File: src/design/lcp_pps_pkg.sv
// ----------------------------------------------------------------------------
// lcp_pps_pkg
// Shared types, constants and fixed-point helpers of the pivot solver.
// ----------------------------------------------------------------------------
package lcp_pps_pkg;

  localparam int MaxPairs  = 8;
  localparam int RowLen    = 2 * MaxPairs + 1;
  localparam int TabDepth  = MaxPairs * RowLen;
  localparam int TabAddrW  = $clog2(TabDepth);

  localparam logic [4:0]  RHS_COL = 5'd16;
  localparam logic [3:0]  N_MAX   = 4'd8;
  localparam logic [31:0] FX_ONE  = 32'h0001_0000;
  localparam logic [31:0] FX_MAX  = 32'h7FFF_FFFF;
  localparam logic [31:0] FX_MIN  = 32'h8000_0000;

  typedef enum logic [3:0] {
    DP_NOP,
    DP_LOAD,
    DP_IDENT,
    DP_READ,
    DP_PIVOT,
    DP_SC_MUL,
    DP_SC_WR,
    DP_EL_F,
    DP_EL_MUL,
    DP_EL_WR,
    DP_OUT
  } dp_op_t;

  // Row and column select the tableau entry; flag qualifies the operation.
  typedef struct packed {
    dp_op_t     op;
    logic [2:0] row;
    logic [4:0] col;
    logic       flag;
  } dp_cmd_t;

  typedef struct packed {
    logic rhs_neg;
    logic is_one;
    logic is_zero;
    logic div_busy;
  } dp_status_t;

  typedef enum logic [4:0] {
    ST_IDLE,
    ST_INIT,
    ST_FIND_RD,
    ST_FIND_CHK,
    ST_DIAG_RD,
    ST_DIAG_CHK,
    ST_DIAGZ_RD,
    ST_DIAGZ_CHK,
    ST_DIV,
    ST_SC_RD,
    ST_SC_MUL,
    ST_SC_WR,
    ST_EL_FRD,
    ST_EL_FCHK,
    ST_EL_RD,
    ST_EL_MUL,
    ST_EL_WR,
    ST_FE_RD,
    ST_FE_CHK,
    ST_OUT_RD,
    ST_OUT_LD,
    ST_OUT_WAIT
  } ctrl_state_t;

  function automatic logic [TabAddrW-1:0] tab_addr(input logic [2:0] row,
                                                   input logic [4:0] col);
    tab_addr = TabAddrW'({row, 4'b0000}) + TabAddrW'(row) + TabAddrW'(col);
  endfunction

  // Magnitude of a signed value; the most negative value maps to 2^31.
  function automatic logic [31:0] fx_mag(input logic [31:0] v);
    fx_mag = v[31] ? (32'd0 - v) : v;
  endfunction

  // Signed value from sign and magnitude, clamped to the 32-bit range.
  function automatic logic [31:0] fx_from_mag(input logic neg, input logic [47:0] mag);
    logic [47:0] lim;
    logic [31:0] m;
    lim = neg ? 48'h0000_8000_0000 : 48'h0000_7FFF_FFFF;
    m = (mag > lim) ? lim[31:0] : mag[31:0];
    fx_from_mag = neg ? (32'd0 - m) : m;
  endfunction

  function automatic logic [31:0] fx_sat_sub(input logic [31:0] a, input logic [31:0] b);
    logic [32:0] d;
    d = {a[31], a} - {b[31], b};
    if (d[32] != d[31]) begin
      fx_sat_sub = d[32] ? FX_MIN : FX_MAX;
    end else begin
      fx_sat_sub = d[31:0];
    end
  endfunction

endpackage

File: src/design/lcp_pps_ctrl.sv
// ----------------------------------------------------------------------------
// lcp_pps_ctrl
// Sequencer for loading, pivot iterations and result output.
// ----------------------------------------------------------------------------
module lcp_pps_ctrl (
  input  logic                    clk,
  input  logic                    rst,
  input  logic                    cfg_valid,
  output logic                    cfg_ready,
  input  logic [3:0]              cfg_data,
  input  logic                    in_valid,
  output logic                    in_ready,
  input  logic                    in_start,
  output logic                    out_valid,
  input  logic                    out_ready,
  output logic                    out_last,
  output logic                    out_feasible,
  output lcp_pps_pkg::dp_cmd_t    cmd,
  input  lcp_pps_pkg::dp_status_t status
);
  import lcp_pps_pkg::*;

  ctrl_state_t state, state_next;
  logic [3:0]  psize;
  logic [3:0]  n, n_next;
  logic [2:0]  i, i_next;
  logic [4:0]  j, j_next;
  logic [2:0]  row, row_next;
  logic [4:0]  col, col_next;
  logic [4:0]  k, k_next;
  logic [4:0]  iter, iter_next;
  logic [2:0]  prev, prev_next;
  logic        prev_valid, prev_valid_next;
  logic [15:0] basis, basis_next;
  logic        feasible, feasible_next;
  logic        last, last_next;

  logic [3:0]  act_n;
  logic [2:0]  nm1;
  logic [2:0]  orow;
  logic        k_is_z;

  assign cfg_ready    = 1'b1;
  assign in_ready     = (state == ST_IDLE);
  assign out_valid    = (state == ST_OUT_WAIT);
  assign out_last     = last;
  assign out_feasible = feasible;

  assign act_n  = (psize == 4'd0) ? 4'd1 : ((psize > N_MAX) ? N_MAX : psize);
  assign nm1    = 3'(n - 4'd1);
  assign k_is_z = (k < {1'b0, n});
  assign orow   = k_is_z ? k[2:0] : 3'(k - {1'b0, n});

  always_ff @(posedge clk) begin
    if (rst) begin
      state      <= ST_IDLE;
      psize      <= N_MAX;
      n          <= N_MAX;
      i          <= '0;
      j          <= '0;
      row        <= '0;
      col        <= '0;
      k          <= '0;
      iter       <= '0;
      prev       <= '0;
      prev_valid <= 1'b0;
      basis      <= 16'h00FF;
      feasible   <= 1'b1;
      last       <= 1'b0;
    end else begin
      if (cfg_valid) begin
        psize <= cfg_data;
      end
      state      <= state_next;
      n          <= n_next;
      i          <= i_next;
      j          <= j_next;
      row        <= row_next;
      col        <= col_next;
      k          <= k_next;
      iter       <= iter_next;
      prev       <= prev_next;
      prev_valid <= prev_valid_next;
      basis      <= basis_next;
      feasible   <= feasible_next;
      last       <= last_next;
    end
  end

  always_comb begin
    state_next      = state;
    n_next          = n;
    i_next          = i;
    j_next          = j;
    row_next        = row;
    col_next        = col;
    k_next          = k;
    iter_next       = iter;
    prev_next       = prev;
    prev_valid_next = prev_valid;
    basis_next      = basis;
    feasible_next   = feasible;
    last_next       = last;
    cmd.op          = DP_NOP;
    cmd.row         = i;
    cmd.col         = j;
    cmd.flag        = 1'b0;

    case (state)
      ST_IDLE: begin
        if (in_valid) begin
          cmd.op = DP_LOAD;
          if (in_start) begin
            n_next          = act_n;
            i_next          = '0;
            j_next          = '0;
            basis_next      = 16'h00FF;
            prev_valid_next = 1'b0;
            iter_next       = '0;
            state_next      = ST_INIT;
          end
        end
      end
      ST_INIT: begin
        cmd.op   = DP_IDENT;
        cmd.flag = ({2'b00, i} == j);
        if (j == {2'b00, nm1}) begin
          j_next = '0;
          if (i == nm1) begin
            state_next = ST_FIND_RD;
          end else begin
            i_next = i + 3'd1;
          end
        end else begin
          j_next = j + 5'd1;
        end
      end
      ST_FIND_RD: begin
        cmd.op     = DP_READ;
        cmd.col    = RHS_COL;
        state_next = ST_FIND_CHK;
      end
      ST_FIND_CHK: begin
        if (status.rhs_neg) begin
          if ((prev_valid && prev == i) || iter > {n, 1'b0}) begin
            i_next        = '0;
            feasible_next = 1'b1;
            state_next    = ST_FE_RD;
          end else begin
            iter_next       = iter + 5'd1;
            prev_next       = i;
            prev_valid_next = 1'b1;
            row_next        = i;
            state_next      = ST_DIAG_RD;
          end
        end else if (i == 3'd0) begin
          feasible_next = 1'b1;
          state_next    = ST_FE_RD;
        end else begin
          i_next     = i - 3'd1;
          state_next = ST_FIND_RD;
        end
      end
      ST_DIAG_RD: begin
        cmd.op     = DP_READ;
        cmd.row    = row;
        cmd.col    = {2'b00, row};
        state_next = ST_DIAG_CHK;
      end
      ST_DIAG_CHK: begin
        if (!status.is_one) begin
          cmd.op                  = DP_PIVOT;
          basis_next[row]         = 1'b1;
          basis_next[{1'b1, row}] = 1'b0;
          col_next                = {2'b00, row};
          i_next                  = '0;
          state_next              = status.is_zero ? ST_FE_RD : ST_DIV;
          feasible_next           = 1'b1;
        end else begin
          state_next = ST_DIAGZ_RD;
        end
      end
      ST_DIAGZ_RD: begin
        cmd.op     = DP_READ;
        cmd.row    = row;
        cmd.col    = {2'b01, row};
        state_next = ST_DIAGZ_CHK;
      end
      ST_DIAGZ_CHK: begin
        if (!status.is_one) begin
          cmd.op                  = DP_PIVOT;
          basis_next[row]         = 1'b0;
          basis_next[{1'b1, row}] = 1'b1;
          col_next                = {2'b01, row};
          i_next                  = '0;
          state_next              = status.is_zero ? ST_FE_RD : ST_DIV;
          feasible_next           = 1'b1;
        end else begin
          i_next     = nm1;
          state_next = ST_FIND_RD;
        end
      end
      ST_DIV: begin
        if (!status.div_busy) begin
          j_next     = '0;
          state_next = ST_SC_RD;
        end
      end
      ST_SC_RD: begin
        cmd.op     = DP_READ;
        cmd.row    = row;
        state_next = ST_SC_MUL;
      end
      ST_SC_MUL: begin
        cmd.op     = DP_SC_MUL;
        state_next = ST_SC_WR;
      end
      ST_SC_WR: begin
        cmd.op   = DP_SC_WR;
        cmd.row  = row;
        cmd.flag = (j == col);
        if (j == RHS_COL) begin
          i_next     = '0;
          state_next = ST_EL_FRD;
        end else begin
          j_next     = j + 5'd1;
          state_next = ST_SC_RD;
        end
      end
      ST_EL_FRD: begin
        if (i == row) begin
          if (i == nm1) begin
            state_next = ST_FIND_RD;
          end else begin
            i_next = i + 3'd1;
          end
        end else begin
          cmd.op     = DP_READ;
          cmd.col    = col;
          state_next = ST_EL_FCHK;
        end
      end
      ST_EL_FCHK: begin
        cmd.op = DP_EL_F;
        if (status.is_zero) begin
          if (i == nm1) begin
            state_next = ST_FIND_RD;
          end else begin
            i_next     = i + 3'd1;
            state_next = ST_EL_FRD;
          end
        end else begin
          j_next     = '0;
          state_next = ST_EL_RD;
        end
      end
      ST_EL_RD: begin
        cmd.op     = DP_READ;
        state_next = ST_EL_MUL;
      end
      ST_EL_MUL: begin
        cmd.op     = DP_EL_MUL;
        state_next = ST_EL_WR;
      end
      ST_EL_WR: begin
        cmd.op = DP_EL_WR;
        if (j == RHS_COL) begin
          if (i == nm1) begin
            state_next = ST_FIND_RD;
          end else begin
            i_next     = i + 3'd1;
            state_next = ST_EL_FRD;
          end
        end else begin
          j_next     = j + 5'd1;
          state_next = ST_EL_RD;
        end
      end
      ST_FE_RD: begin
        cmd.op     = DP_READ;
        cmd.col    = RHS_COL;
        state_next = ST_FE_CHK;
      end
      ST_FE_CHK: begin
        if ((basis[i] || basis[{1'b1, i}]) && status.rhs_neg) begin
          feasible_next = 1'b0;
        end
        if (i == nm1) begin
          k_next     = '0;
          state_next = ST_OUT_RD;
        end else begin
          i_next     = i + 3'd1;
          state_next = ST_FE_RD;
        end
      end
      ST_OUT_RD: begin
        cmd.op     = DP_READ;
        cmd.row    = orow;
        cmd.col    = RHS_COL;
        state_next = ST_OUT_LD;
      end
      ST_OUT_LD: begin
        // The column field carries the variable index for the result register.
        cmd.op     = DP_OUT;
        cmd.row    = orow;
        cmd.col    = k;
        cmd.flag   = k_is_z ? basis[{1'b1, orow}] : basis[orow];
        last_next  = (k == 5'({n, 1'b0} - 5'd1));
        state_next = ST_OUT_WAIT;
      end
      ST_OUT_WAIT: begin
        if (out_ready) begin
          if (last) begin
            state_next = ST_IDLE;
          end else begin
            k_next     = k + 5'd1;
            state_next = ST_OUT_RD;
          end
        end
      end
      default: begin
        state_next = ST_IDLE;
      end
    endcase
  end

endmodule

File: config.mk
export PLATFORM = sky130hd
export DESIGN_NAME = lcp_pps_ctrl
export DESIGN_NICKNAME = d
export VERILOG_FILES = /design/src/design/lcp_pps_pkg.sv /design/src/design/lcp_pps_ctrl.sv
export SDC_FILE = /design/constraint.sdc
export NUM_CORES = 1
export LEC_CHECK = 0
export ABC_AREA = 1
export BUFFER_PORTS_ARGS = -buffer_cell sky130_fd_sc_hd__buf_2
export CAP_MARGIN = 15
export CORE_MARGIN = 1
export CORE_UTILIZATION = 40
export CTS_CLUSTER_DIAMETER = 200
export DETAILED_ROUTE_END_ITERATION = 7
export SYNTH_ARGS = -nofsm -noshare
export SYNTH_HDL_FRONTEND = slang
export SYNTH_SLANG_ARGS = --single-unit
File: constraint.sdc
create_clock -name clk -period 2.71 [get_ports clk]
set_input_delay 0.6775 -clock clk [delete_from_list [all_inputs] [get_ports clk]]
set_output_delay 0.6775 -clock clk [all_outputs]
set_load 0.005 [all_outputs]
Word level (Yosys, flattened, before mapping)
Cells that the tools add are included.
- flip-flop bits (word level): 58
- input port bits: 14
- output and inout bits: 18
- word-level logic and storage cells: 213
- $add $sub $neg: 8
- $lt $le $gt $ge: 11
- equality and inequality tests: 51
- muxes and demuxes: 91
- bitwise gates (word level): 7
- reductions and logical operators: 32
- operators by type and width (cell ; count):
    $mux 5 ; 30
    $pmux 5 s22 ; 1
    $mux 16 ; 4
    $pmux 5 s5 ; 2
    $mux 3 ; 16
    $pmux 16 s3 ; 1
    $pmux 4 s11 ; 1
    $eq 5x4->1 const B ; 8
    $eq 5x5->1 const B ; 7
    $ne 2x2->1 const B ; 17
    $and 16x16->16 ; 2
    $pmux 3 s10 ; 1
    $pmux 5 s2 ; 3
    $eq 5x3->1 const B ; 4
    $reduce_and 5->1 ; 4
    $mux 1 ; 17
    $not 16->16 ; 1
    $not 8->16 ; 1
    $or 16x16->16 ; 1
    $or 16x8->16 ; 1
    $add 5x1->5 const B ; 3
    $lt 3x5->1 const B ; 3
    $lt 4x5->1 const B ; 3
    $bmux 1 s3 ; 4
    other kinds (41) ; 65

Longest topological paths before layout
- word-level depth: 9
- mapped depth: 16

Worst setup path after synthesis
Ideal clock, no wire load.
- path type: register -> output
- start: register k[1]
- end: output port cmd[0] (netlist bit)
- arrival time: 1.900 ns
- data required time: 2.033 ns
- path slack: 0.133 ns
- stages on the path, launching flop included: 12
- buffers on the path: 0
- cell sequence: dfxtp_1 > ha_1 > nand2_1 > inv_1 > nand2_1 > nand3_1 > o21ai_0 > nand3_1 > nand3_1 > nand3_1 > nand3_1 > nand2_1
- RTL lines (element ; RTL line ; RTL):
    from (decl) ; lcp_pps_ctrl.sv:30 ; logic [4:0] k, k_next;
    from (signal assigned) ; lcp_pps_ctrl.sv:80 ; k <= k_next;
    to (decl) ; lcp_pps_ctrl.sv:18 ; output lcp_pps_pkg::dp_cmd_t cmd,

==> flow_summary.ini <==
[worst_setup_path]
crit_type = reg -> out
slowest_delay_ps = 530
startpoint_type = flop
crit_buf_inv = 4
crit_slowest_cell = fa_2
path_common_cell = nand3_2
arrival_ps = 2220
crit_required_ps = 2030
cpLargestDelayFamily = adder cells
path_cells = ha_4 > inv_2 > fa_2 > inv_2 > nand2_1 > o21ai_1 > buf_4 > nand3_2 > nand3_2 > nand3_2 > nand3_2 > nand2_2 > buf_2
cp_max_fo = 5
crit_path_end_kind = primary output

[placed_design]
place_inst = 842
dp_slack_ps = -43.17
placed_area_um2 = 4837
place_hpwl_mm = 11.47
gp_congestion = 0.9552
port_buffers = 30

[synth]
synth_top_family_by_area = simple AND/OR/NAND/NOR gates
async_flop_share_pct = 0
synth_top_area_share_pct = 26.84
syn_inst = 646
synth.most_common_cell = nand2_1
synth_top_area_cell = dfxtp_1
synth_nets = 677
synthMuxAreaShare_pct = 0
synth-simple-area-share_pct = 35.84
synth_edf_count = 0
synth-xor-area-share_pct = 3.502
yosysUniqueCellTypes = 45
yosysSeqAreaShare_pct = 26.84
synth-compound-area-share_pct = 18.54
synth_common_cells = 134 x nand2_1, 86 x inv_1, 58 x nand3_1, 58 x nor2_1, 57 x dfxtp_1
synth_fa_ha_area_share_pct = 5.180
ys_ff_latch = 57
netlist_area_um2 = 4252
netlist_top_cells_area = dfxtp_1 27%, nand2_1 12%, inv_1 7.6%
syn_area_per_cell_um2 = 6.581
ys.flop_type = dfxtp_1
yosysWarnings = 0

[routing]
first_pass_iters = 5
via_count = 4841
wl_per_cell_um = 17.62
via_per_inst = 5.533
ant_nets = 0
totalWireLength_mm = 15.42
drtIter0Drc = 435
drc = 0

[power]
switching_power_mw = 0.9358
p_comb_share_pct = 30.9
power_density_nw_per_um2 = 463.5
p_int_mw = 1.637
seq_power_share_pct = 35.1
irDropWorstVdd_mv = 0.3112
power.share.clock_pct = 34.0
p_leak_nw = 2.572
swShare_pct = 36.37

[cts]
clockBufferDepth = 2
clkTransAtPathRegs_ps = 70
cts_root_buffer = clkbuf_8
insertion_delay_ps = 380
cts_tree = built
cts_made_buffers = 9
cts_sinks = 57
h-tree-depth = 3

[sta]
hold_ws_ps = 475.3
fmax_mhz = 344.6
post-route-period-util_pct = 107.1
maxSlewViolCount = 0
tightest_slew_ps = 541.3
rsz0062_at_grt = true
slew_headroom_pct = 63.88
tns_ps = -473.1
min_period_ps = 2902
fin_skew_ps = 6.987
fin_ws_ps = -191.8
finalHoldViolations = 0
setup_viol = 4

[floorplan]
initial_core_util_pct = 41.18
io_pins = 32
die_w_um = 105.1
rows = 37
die-area_um2 = 11050
coreArea_um2 = 10320
die_y_um = 105.1

[final_layout]
design_area_um2 = 5550
final_nets = 765
drive_above_1_share_pct = 29.23
multi_input_area_um2 = 3008
n_antenna_cell = 0
seq_area_um2 = 1159
final_cells = 875
fillers = 1024
areaGrowthSynthToFinish_pct = 30.55

[global_route]
grt_pass1_vias = 4587
antenna_found_initial = 0
grt.overflow.total = 0
grt_usage_pct = 28.33
grt_pass1_wl_mm = 23.94
grt_start_max_net_pins = 28

[outcome]
failed_checks = negative setup slack
status = complete, but fails checks

[flow_run]
cap_viol_max_count = 0

[worst_hold_path]
min_path_type = reg -> reg
power groups by stage:
stage / sequential [mW] / clock [mW] / combinational [mW]
after global routing: 0.907 / 0.924 / 0.862
after floorplan: 0.904 / 0 / 0.468
after CTS: 0.903 / 0.884 / 0.720
final: 0.903 / 0.876 / 0.794
after detailed placement: 0.920 / 0 / 0.680
after global placement: 0.919 / 0 / 0.675
timing repair:
action | CTS | global route
gates cloned | 0 | 0
pin swaps | 19 | 17
hold endpoints to repair | 0 | 0
hold buffers | 0 | 0
resized for setup | 41 | 58
setup buffers | 5 | 12
endpoints found under the setup margin | 11 | 9
per-stage QoR:
| step | util [%] | power, mW |
|---|---|---|
| 2_1_floorplan | - | 1.372 |
| 3_3_place_gp | 46.85 | 1.594 |
| 3_5_place_dp | 46.85 | 1.600 |
| 4_1_cts | 50.76 | 2.507 |
| 5_1_grt | 53.76 | 2.694 |
| 6_report | 53.76 | 2.573 |
placed cells by master (no fill, tap or decap), types with 7 or more instances in the layout:
| cell | count |
|---|---|
| nor2_2 | 8 |
| a211oi_1 | 12 |
| nand2_2 | 13 |
| buf_2 | 30 |
| clkbuf_8 | 11 |
| nand2_1 | 123 |
| nor3_1 | 11 |
| inv_2 | 14 |
| buf_4 | 54 |
| nor2_4 | 10 |
| ha_1 | 13 |
| nor3_2 | 7 |
| buf_6 | 9 |
| nand3_2 | 15 |
| o211ai_1 | 11 |
| o21ai_0 | 36 |
| nand4_1 | 14 |
| xnor2_1 | 11 |
| a21oi_1 | 45 |
| inv_1 | 76 |
| nand3_1 | 42 |
| dfxtp_1 | 49 |
| nor2_1 | 51 |
worst min-delay path, stage by stage (launching register included):
cell	delay (ps)
dfxtp_1	320
nand2_1	60
a21oi_1	50
worst paths after layout:
path / startpoint / endpoint / slack [ps] / cells past startpoint
max: n[0] / cmd[0] / -190 / 13
min: prev_valid / prev_valid / 480 / 2
max reg2reg: n[0] / i[0] / 280 / 13
min reg2reg: prev_valid / prev_valid / 480 / 2
sequential cells by signal (all words and copies together), names as in the netlist:
register,cells
n,4
k,5
state,5
psize,4
j,5
prev,3
iter,5
out_feasible,1
prev_valid,1
out_last,1
i,3
col,4
basis,16
cells by family after synthesis:
| kind of cell | count (synthesis) |
|---|---|
| adder cells (fa/ha/maj) | 17 |
| flip-flops | 57 |
| buffers and inverters | 108 |
| XOR/XNOR | 17 |
| AND/OR/NAND/NOR | 316 |
| AO/OA/AOI/OAI | 130 |
| other | 1 |
metal layers:
metal | wire length, um | track usage, %
met5 | 0 | 0
met4 | 391 | 12.47
met3 | 929 | 4.180
met2 | 7132 | 44.47
met1 | 6961 | 38.42
cell type report:
class	count	share of cell area, %
clock buffers	12	2.795
flip-flops and latches	57	20.87
inverters	92	6.312
multi-input cells	481	54.19
clock inverters	4	0.9243
well taps	136	3.066
repair buffers	93	11.83
Note: power is estimated with default switching activity, not from simulation.
